[config.mk]
export PLATFORM = sky130hd
export DESIGN_NAME = checksummed_setpoint_frame_receiver
export DESIGN_NICKNAME = d
export VERILOG_FILES = /design/src/hw/rtl/cspfr_pkg.sv /design/src/hw/rtl/cspfr_in_stage.sv /design/src/hw/rtl/cspfr_frame_core.sv /design/src/hw/rtl/checksummed_setpoint_frame_receiver.sv
export SDC_FILE = /design/constraint.sdc
export NUM_CORES = 1
export LEC_CHECK = 0
export BUFFER_PORTS_ARGS = -buffer_cell sky130_fd_sc_hd__buf_2
export CELL_PAD_IN_SITES_DETAIL_PLACEMENT = 1
export CELL_PAD_IN_SITES_GLOBAL_PLACEMENT = 1
export CORE_ASPECT_RATIO = 0.9
export CORE_MARGIN = 5
export CORE_UTILIZATION = 46
export CTS_CLUSTER_SIZE = 24
export DETAILED_ROUTE_END_ITERATION = 8
export GPL_ROUTABILITY_DRIVEN = 0
export HOLD_SLACK_MARGIN = 0.05
export PLACE_DENSITY_LB_ADDON = 0.1
export SYNTH_ARGS = -nofsm -noshare
export SYNTH_HDL_FRONTEND = slang
export SYNTH_SLANG_ARGS = --single-unit
export TNS_END_PERCENT = 1
[constraint.sdc]
create_clock -name clk -period 3.3 [get_ports clk]
set_clock_uncertainty 0.2 [all_clocks]
set_input_delay 0.165 -clock clk [delete_from_list [all_inputs] [get_ports clk]]
set_output_delay 0.165 -clock clk [all_outputs]
set_load 0.01 [all_outputs]
[src/hw/rtl/cspfr_pkg.sv]
// Shared types, constants and routing function for the setpoint frame receiver.
package cspfr_pkg;

  localparam int PAYLOAD_BYTES = 4;
  localparam int PIDX_W        = (PAYLOAD_BYTES > 1) ? $clog2(PAYLOAD_BYTES) : 1;
  localparam int IDX_W         = $clog2(PAYLOAD_BYTES + 1);

  localparam logic [7:0] START_BYTE = 8'h24;

  // Item kinds carried on in_tuser.
  localparam logic OP_BYTE  = 1'b0;
  localparam logic OP_CLEAR = 1'b1;

  // Configuration register indexes.
  localparam int CFG_ADDR_W = 1;
  localparam logic [CFG_ADDR_W-1:0] CFG_REMOTE_LOCK = 1'd0;
  localparam logic [CFG_ADDR_W-1:0] CFG_WELD_MODE   = 1'd1;

  // Weld modes.
  localparam logic [2:0] MODE_CC   = 3'd0;
  localparam logic [2:0] MODE_MIG  = 3'd1;
  localparam logic [2:0] MODE_FCAW = 3'd2;
  localparam logic [2:0] MODE_TIG  = 3'd3;
  localparam logic [2:0] MODE_NONE = 3'd4;

  // Destinations.
  localparam logic [1:0] DEST_NONE    = 2'd0;
  localparam logic [1:0] DEST_CURRENT = 2'd1;
  localparam logic [1:0] DEST_MIG     = 2'd2;
  localparam logic [1:0] DEST_FCAW    = 2'd3;

  typedef struct packed {
    logic       op;
    logic [7:0] rx_byte;
  } item_t;

  typedef struct packed {
    logic        checksum_ok;
    logic [1:0]  destination;
    logic [15:0] voltage_setpoint;
    logic [15:0] speed_setpoint;
  } result_t;

  function automatic logic [1:0] route(input logic [2:0] mode);
    logic [1:0] dest;
    case (mode)
      MODE_CC:   dest = DEST_CURRENT;
      MODE_MIG:  dest = DEST_MIG;
      MODE_FCAW: dest = DEST_FCAW;
      MODE_TIG:  dest = DEST_CURRENT;
      default:   dest = DEST_NONE;
    endcase
    return dest;
  endfunction

endpackage

[src/hw/rtl/cspfr_in_stage.sv]
// Input register stage: captures one item per transfer and holds it until processed.
module cspfr_in_stage
  import cspfr_pkg::*;
(
  input  logic  clk,
  input  logic  rst_n,
  input  logic  in_tvalid,
  output logic  in_tready,
  input  item_t in_item,
  input  logic  advance,
  output logic  item_valid,
  output item_t item
);

  logic  valid_r, valid_nxt;
  item_t item_r;

  assign in_tready = !valid_r || advance;

  always_comb begin
    valid_nxt = valid_r;
    if (in_tvalid && in_tready) begin
      valid_nxt = 1'b1;
    end else if (advance) begin
      valid_nxt = 1'b0;
    end
  end

  always_ff @(posedge clk) begin
    if (!rst_n) begin
      valid_r <= 1'b0;
    end else begin
      valid_r <= valid_nxt;
    end
  end

  always_ff @(posedge clk) begin
    if (in_tvalid && in_tready) begin
      item_r <= in_item;
    end
  end

  assign item_valid = valid_r;
  assign item       = item_r;

endmodule

[src/hw/rtl/cspfr_frame_core.sv]
// Frame state, payload storage, checksum compare and setpoint formation.
module cspfr_frame_core
  import cspfr_pkg::*;
(
  input  logic       clk,
  input  logic       rst_n,
  input  logic       item_valid,
  input  item_t      item,
  input  logic       advance,
  input  logic       remote_lock,
  input  logic [2:0] weld_mode,
  output logic       has_result,
  output result_t    result
);

  logic             in_frame_r, in_frame_nxt;
  logic [IDX_W-1:0] idx_r, idx_nxt;
  logic [7:0]       sum_r, sum_nxt;
  logic             pending_r, pending_nxt;
  logic [7:0]       payload_r [PAYLOAD_BYTES];
  logic [7:0]       data_b [4];
  logic             at_checksum;
  logic             sum_match;
  logic             store_byte;

  assign at_checksum = in_frame_r && (idx_r == IDX_W'(PAYLOAD_BYTES));
  assign sum_match   = (sum_r == item.rx_byte);
  assign has_result  = item_valid && (item.op == OP_BYTE) && at_checksum;
  assign store_byte  = advance && (item.op == OP_BYTE) && in_frame_r && !at_checksum;

  // Data bytes beyond the payload length read as zero.
  for (genvar i = 0; i < 4; i++) begin : g_data
    if (i < PAYLOAD_BYTES) begin : g_have
      assign data_b[i] = payload_r[i];
    end else begin : g_zero
      assign data_b[i] = 8'd0;
    end
  end

  always_comb begin
    result.checksum_ok      = sum_match;
    result.destination      = DEST_NONE;
    result.voltage_setpoint = 16'd0;
    result.speed_setpoint   = 16'd0;
    if (sum_match) begin
      result.destination      = route(weld_mode);
      result.voltage_setpoint = {data_b[1], data_b[0]};
      result.speed_setpoint   = {data_b[3], data_b[2]};
    end
  end

  always_comb begin
    in_frame_nxt = in_frame_r;
    idx_nxt      = idx_r;
    sum_nxt      = sum_r;
    pending_nxt  = pending_r;
    if (advance) begin
      if (item.op == OP_CLEAR) begin
        pending_nxt = 1'b0;
      end else if (!in_frame_r) begin
        if ((item.rx_byte == START_BYTE) && !pending_r && !remote_lock) begin
          in_frame_nxt = 1'b1;
          idx_nxt      = '0;
          sum_nxt      = 8'd0;
        end
      end else if (!at_checksum) begin
        sum_nxt = sum_r + item.rx_byte;
        idx_nxt = idx_r + 1'b1;
      end else begin
        in_frame_nxt = 1'b0;
        idx_nxt      = '0;
        if (sum_match) begin
          pending_nxt = 1'b1;
        end else begin
          sum_nxt = 8'd0;
        end
      end
    end
  end

  always_ff @(posedge clk) begin
    if (!rst_n) begin
      in_frame_r <= 1'b0;
      idx_r      <= '0;
      sum_r      <= 8'd0;
      pending_r  <= 1'b0;
    end else begin
      in_frame_r <= in_frame_nxt;
      idx_r      <= idx_nxt;
      sum_r      <= sum_nxt;
      pending_r  <= pending_nxt;
    end
  end

  always_ff @(posedge clk) begin
    if (store_byte) begin
      payload_r[idx_r[PIDX_W-1:0]] <= item.rx_byte;
    end
  end

endmodule

[src/hw/rtl/checksummed_setpoint_frame_receiver.sv]
// A result is offered on out_tvalid the cycle after its checksum byte leaves the input register.
// Throughput: one item per cycle while the output side does not stall; input register, one logic pass, output register.
// The input side keeps taking items while a result waits, unless that wait would block
// the next result. Items that produce no result never wait on the output side.
// Reset (rst_n low, synchronous) idles the frame parser, clears the pending flag and
// both stage valids, and loads remote_lock 0 and weld_mode 4.
module checksummed_setpoint_frame_receiver
  import cspfr_pkg::*;
(
  input  logic                  clk,
  input  logic                  rst_n,
  input  logic                  in_tvalid,
  output logic                  in_tready,
  input  logic [7:0]            in_tdata,   // [7:0] rx_byte
  input  logic                  in_tuser,   // [0] op
  output logic                  out_tvalid,
  input  logic                  out_tready,
  output logic [31:0]           out_tdata,  // [15:0] voltage_setpoint, [31:16] speed_setpoint
  output logic [2:0]            out_tuser,  // [0] checksum_ok, [2:1] destination
  input  logic                  cfg_we,
  input  logic [CFG_ADDR_W-1:0] cfg_addr,
  input  logic [2:0]            cfg_wdata
);

  item_t      in_item;
  item_t      item;
  logic       item_valid;
  logic       has_result;
  result_t    result;
  logic       advance;
  logic       out_free;
  logic       remote_lock_r;
  logic [2:0] weld_mode_r;
  logic       out_valid_r, out_valid_nxt;
  result_t    out_res_r;

  assign in_item.op      = in_tuser;
  assign in_item.rx_byte = in_tdata;

  assign out_free = !out_valid_r || out_tready;
  assign advance  = item_valid && (!has_result || out_free);

  cspfr_in_stage u_in_stage (
    .clk        (clk),
    .rst_n      (rst_n),
    .in_tvalid  (in_tvalid),
    .in_tready  (in_tready),
    .in_item    (in_item),
    .advance    (advance),
    .item_valid (item_valid),
    .item       (item)
  );

  cspfr_frame_core u_frame_core (
    .clk         (clk),
    .rst_n       (rst_n),
    .item_valid  (item_valid),
    .item        (item),
    .advance     (advance),
    .remote_lock (remote_lock_r),
    .weld_mode   (weld_mode_r),
    .has_result  (has_result),
    .result      (result)
  );

  always_ff @(posedge clk) begin
    if (!rst_n) begin
      remote_lock_r <= 1'b0;
      weld_mode_r   <= MODE_NONE;
    end else if (cfg_we) begin
      case (cfg_addr)
        CFG_REMOTE_LOCK: remote_lock_r <= cfg_wdata[0];
        CFG_WELD_MODE:   weld_mode_r   <= cfg_wdata;
        default:         ;
      endcase
    end
  end

  always_comb begin
    out_valid_nxt = out_valid_r;
    if (advance && has_result) begin
      out_valid_nxt = 1'b1;
    end else if (out_tready) begin
      out_valid_nxt = 1'b0;
    end
  end

  always_ff @(posedge clk) begin
    if (!rst_n) begin
      out_valid_r <= 1'b0;
    end else begin
      out_valid_r <= out_valid_nxt;
    end
  end

  always_ff @(posedge clk) begin
    if (advance && has_result) begin
      out_res_r <= result;
    end
  end

  assign out_tvalid = out_valid_r;
  assign out_tdata  = {out_res_r.speed_setpoint, out_res_r.voltage_setpoint};
  assign out_tuser  = {out_res_r.destination, out_res_r.checksum_ok};

endmodule
==> Yosys cells after proc, flatten, opt, wreduce, memory -nomap -nowiden <==
Memory sizes are Yosys's and may differ from the RTL's. A register that Yosys moved wholly into a read port is not among the register bits.
Cells that the tools add are included.
{ "classes": {"mux": 21, "n_addsub": 2, "reduce_logical": 38, "bitwise_logic": 2, "eq_ne": 7} }
{ "ops": {"columns": ["op", "count"], "rows": [
  ["2-to-1 mux 8 bit", 4],
  ["2-to-1 mux 1 bit", 13],
  ["nonzero test 2 bit", 6],
  ["logical AND 1 bit", 11],
  ["zero test 1 bit", 10],
  ["2-to-1 mux 3 bit", 3],
  ["adder 8 bit", 1],
  ["equality test 8 x 6 -> 1 bit (second input constant)", 1],
  ["equality test 8 bit", 1],
  ["AND reduction 4 bit", 2],
  ["equality test 3 x 2 -> 1 bit (second input constant)", 2],
  ["case mux 2 bit (3 select lines)", 1],
  ["AND reduction 2 bit", 3],
  ["adder 3 x 1 -> 3 bit (second input constant)", 1],
  ["equality test 3 x 1 -> 1 bit (second input constant)", 1],
  ["equality test 3 bit (second input constant)", 1],
  ["zero test 3 bit", 1],
  ["logical OR 1 bit", 3],
  ["inequality test 3 bit (second input constant)", 1],
  ["AND reduction 3 bit", 1],
  ["inverter 1 bit", 2],
  ["OR reduction 2 bit", 1]
]} }
{ "word_totals": {"mem_count": 1, "regBits": 31, "output_inout_bits": 37, "ramBits": 32, "in_bits": 18, "elab_cells": 83} }
{ "memory_table": {"columns": ["memory", "words", "width", "read_ports", "rd_clocked_by_memory_dff", "write_ports", "line", "rtl"], "rows": [
  ["u_frame_core.payload_r", 4, 8, 4, 4, 1, "cspfr_frame_core.sv:20", "logic [7:0] payload_r [PAYLOAD_BYTES];"]
]} }

==> Longest topological paths before layout <==
{ "depth": {"ltp_word": 11, "mapped_depth": 8, "depth_no_buf": 7} }

==> By module <==
A second synthesis with hierarchy kept.
{ "hier_totals": {"hier_cells": 268, "hier_area_um2": 3838.7} }
{ "by_module_without_submodules": {"columns": ["module", "area_each_um2", "seq_area_each_um2", "n_inst", "cells_per_inst"], "rows": [
  ["cspfr_frame_core", 2247.2, 1221.2, 1, 195],
  ["checksummed_setpoint_frame_receiver", 1263.7, 1151.1, 1, 59],
  ["cspfr_in_stage", 327.8, 290.3, 1, 14]
]} }

==> Worst setup path before layout <==
OpenSTA, ideal clock, no wires.
{ "synth_path": {"path_kind": "register -> register", "from": "reg u_in_stage.item_r (netlist bit u_in_stage.item[8])", "to": "reg out_tdata[0] (netlist name)", "synth_period_minus_slack_ns": 2.951, "required_ns": 2.671, "path_stages_with_launch": 4, "slack_ns": 0.349, "setup_time_ns": 0.429, "arrival_time_ns": 2.322, "path_buffers": 0, "cell_sequence": "edfxtp_1 > and3b_1 > nand3_1 > nor2_1"} }
{ "synth_between": {"elab_chain_cells": 7} }
{ "synth_rtl": {"columns": ["element", "line", "rtl"], "rows": [
  ["start, declared", "cspfr_in_stage.sv:16", "item_t item_r;"],
  ["start signal, assigned", "cspfr_in_stage.sv:39", "item_r <= in_item;"],
  ["inverter 1 bit *", "cspfr_frame_core.sv:28", "assign has_result = item_valid && (item.op == OP_BYTE) && at_checksum;"],
  ["logical AND 1 bit * (2 in a row)", "cspfr_frame_core.sv:28", null],
  ["zero test 1 bit", "checksummed_setpoint_frame_receiver.sv:41", "assign advance = item_valid && (!has_result || out_free);"],
  ["logical OR 1 bit", "checksummed_setpoint_frame_receiver.sv:41", null],
  ["logical AND 1 bit", "checksummed_setpoint_frame_receiver.sv:41", null],
  ["logical AND 1 bit *", "checksummed_setpoint_frame_receiver.sv:97", "if (advance && has_result) begin"]
]} }
Mark *: on every way between the ends. The rest lies on a longest branch, timed or not.
A chain may end at the register's enable or synchronous reset.

==> Worst setup path in the final report <==
{ "layout_path": {"from": "reg u_frame_core.idx_r[0]", "to": "mem u_frame_core.payload_r[3][1] (enable)"} }
{ "layout_between": {"elab_chain_cells": 11, "elab_cells_between_ends": 12, "classes_between": "1 x eq/ne; 2 x mux; 9 x reduce/logical"} }
{ "layout_rtl": {"columns": ["element", "line", "rtl"], "rows": [
  ["start, declared", "cspfr_frame_core.sv:17", "logic [IDX_W-1:0] idx_r, idx_nxt;"],
  ["start signal, assigned", "cspfr_frame_core.sv:89", "idx_r <= idx_nxt;"],
  ["equality test 3 bit", "cspfr_frame_core.sv:26", "assign at_checksum = in_frame_r && (idx_r == IDX_W'(PAYLOAD_BYTES));"],
  ["logical AND 1 bit", "cspfr_frame_core.sv:26", null],
  ["logical AND 1 bit", "cspfr_frame_core.sv:28", null],
  ["zero test 1 bit", "checksummed_setpoint_frame_receiver.sv:41", null],
  ["logical OR 1 bit", "checksummed_setpoint_frame_receiver.sv:41", null],
  ["logical AND 1 bit", "checksummed_setpoint_frame_receiver.sv:41", null],
  ["logical AND 1 bit (3 in a row)", "cspfr_frame_core.sv:29", "assign store_byte = advance && (item.op == OP_BYTE) && in_frame_r && !at_checksum;"],
  ["2-to-1 mux 1 bit", "cspfr_frame_core.sv:96", "if (store_byte) begin"],
  ["2-to-1 mux 1 bit (implied by the code)", "cspfr_frame_core.sv:97", "payload_r[idx_r[PIDX_W-1:0]] <= item.rx_byte;"],
  ["end, declared", "cspfr_frame_core.sv:20", null]
]} }
Parallel ways exist; a longest one is shown, timed or not.

==> results.txt <==
CP arrival: 2440 ps
largest net degree at the start of global routing: 37
Final Critical Period: 2620 ps
die width: 107 µm
Critical Path RT: 3120 ps
FF-to-FF path depth: 6
routed length per placed instance: 17.6 µm
R2R setup slack: 680 ps
IO Pins: 55
Syn Area/Cell: 14.0 µm²
CTS max path bufs: 2
Die ar.: 10300 µm²
GRT Overall Usage: 0.167
slowest CP cell: nor3b_1
GR Overflow Total: 0
Post-Syn Area: 3860 µm²
Warnings, synthesis: 0
Fin Setup TNS: 0 ps
H-tree level count: 3
Area Growth Syn to Fin: 19.9%
Slew headroom: 0.620
nets: 386
GR Layer Usage met3: 0.0459
postcts setup bufs: 0
P per Cell Area: 457 nW/µm²
worst setup margin: 680 ps
DR iter-0 viols: 74
RR Startpoint: u_frame_core.idx_r[0]
Leakage Power: 1.60 nW
Final Setup Violations: 0
Hold Startpoint: cfg_we
post-synthesis net count: 305
Final Max Slew Viols: 0
Routed WL: 8120 µm
Remaining DRCs: 0
Yosys top cell area share: 0.592
worst hold path stage count: 4
grt met2 use: 0.273
Worst-Skew Late Latency: 350 ps
Die Span Y: 96.9 µm
Pre-antenna DRT Iters: 4
RR Endpoint: u_frame_core.payload_r[3][1]
top post-synthesis cells by count: edfxtp_1, and2_1, dfxtp_1
VDD IR-drop max: 0.207 mV
sequential share of the synthesized area: 0.690
Cells after Synth: 275
DRT antenna net count: 0
CORE AREA: 8110 µm²
vias per cell: 5.19
Yosys top cell by area: edfxtp_1
Synth async-reset ratio: 0
Final Hold Fails: 0
CP Max Fanout: 8
vias in the first global route: 2536
total CTS buffers: 9
Crit. End Element: flip-flop
Clock Tree Root: clkbuf_8
cts repair resizes: 0
antenna cells: 0
Max stage delay on crit path: 500 ps
Distinct cells, synth: 49
Setup WS pre-CTS: 704 ps
clock sinks: 95
max cap viols: 0
largest cells by area after synthesis: edfxtp_1, dfxtp_1, and2_1
first-pass GRT wire length: 13400 µm
share of layout cells above drive strength 1: 0.219
Endpoint, Worst Hold: remote_lock_r
CP cell instances: inv_1 -> ha_1 -> nand2_1 -> nand2_1 -> nor3b_1 -> and2_1
clock transition at the registers of the reported paths: 90 ps
Finished Layout Cells: 460
top_reg_cell synth: edfxtp_1
unrepaired setup endpoints after global routing: false
Setup CP Type: reg2reg
highest clock rate: 382 MHz
post-synthesis register bit count: 95
crit share post-route: 0.794
busiest grt layer: met2
met1 Use GR: 0.213
outcome: finished clean
via count: 2389
Hold Crit Class: in2reg
IO Port Bufs: 54
Final Power: 2.11 mW
initial antenna violation count: 0
Placed Cells: 424
hpwl dp: 5650 µm
WHS: 99.3 ps
most common cell in the synthesized netlist: edfxtp_1
# rows: 31
number of synthesized flops with an enable pin: 76
CTS tree: done
Starting Density: 0.476
Slew @ Worst Pin: 566 ps
startpoint types: flip-flop
Crit path top cell by count: nand2_1
[logic make-up (layout without fill, tap and decap cells)]
family          count (synthesis)  in the layout  synth area share
fa+ha+maj                      12             12            0.0409
buf+inv                        14            100            0.0162
mux                             2              2           0.00519
xor+xnor                        5              5            0.0114
simple gates                  105            105             0.158
flops                          95             95             0.690
compound gates                 42             42            0.0776
[cells in the final DEF (no fill, tap or decap), drive strengths merged, types with 9 or more instances in the layout]
cell type / Yosys / layout
dfxtp: 19 / 19
nand2: 16 / 16
edfxtp: 76 / 76
nor2: 10 / 10
dlygate4sd3: 0 / 20
clkbuf: 4 / 10
a21oi: 15 / 15
ha: 11 / 11
nand3: 12 / 12
inv: 6 / 9
and2: 37 / 37
buf: 3 / 57
[per-layer routing]
metal,up-vias,wire [µm]
met4,0,158
met2,58,3960
met3,14,381
met5,-,0
li1,1175,-
met1,1142,3620
[how the worst max path moves through the flow]
stage	slack [ps]	cells after the start	from	endpoint
2_1_floorplan	350	3	u_in_stage.item[8]	out_tdata[0]
3_3_place_gp	760	7	u_in_stage.item[0]	u_frame_core.sum_r[6]
3_5_place_dp	700	6	u_frame_core.idx_r[0]	u_frame_core.payload_r[2][2]
4_1_cts	670	6	u_frame_core.idx_r[0]	u_frame_core.payload_r[2][2]
5_1_grt	470	6	u_frame_core.idx_r[0]	u_frame_core.payload_r[0][3]
6_report	680	6	u_frame_core.idx_r[0]	u_frame_core.payload_r[3][1]
[metrics by stage]
step | utilization | cell area [µm²]
4_1_cts | 0.570 | 4620
5_1_grt | 0.570 | 4620
3_5_place_dp | 0.524 | 4240
2_1_floorplan | - | 3860
6_report | 0.570 | 4620
3_3_place_gp | 0.524 | 4240
[worst max-delay path, delay by kind of cell (launching register included)]
family / cells / cell delay, ps
flops: 1 / 410
fa+ha+maj: 1 / 280
simple gates: 4 / 1300
buf+inv: 1 / 100
[final cells by class]
type	count	area [µm²]
fillers	822	3480
clock buffers	10	128
repair buffers	77	493
inverters	7	26.3
multi-input cells	166	1140
well taps	99	124
clock inverters	6	52.6
flip-flops and latches	95	2660
[state kept, by name, summed over array words and instances, names as in the netlist, 3 cells and up]
signal	flops
u_frame_core.idx_r	3
out_tdata	32
out_tuser	3
u_in_stage.item	9
weld_mode_r	3
u_frame_core.payload_r	32
u_frame_core.sum_r	8
[report_power, final]
part           switching [mW]  internal (mW)  leakage, nW
registers              0.0278           1.30        0.786
logic                  0.0357         0.0419        0.731
clock network           0.422          0.286       0.0854
total                   0.485           1.63         1.60
[what timing repair did]
| action | 4_1_cts | 5_1_grt |
|---|---|---|
| setup endpoints to repair | 0 | 0 |
| endpoints found under the hold margin | 16 | 0 |
| hold buffers | 20 | 0 |
No activity file was read; power rests on OpenSTA's default activity.
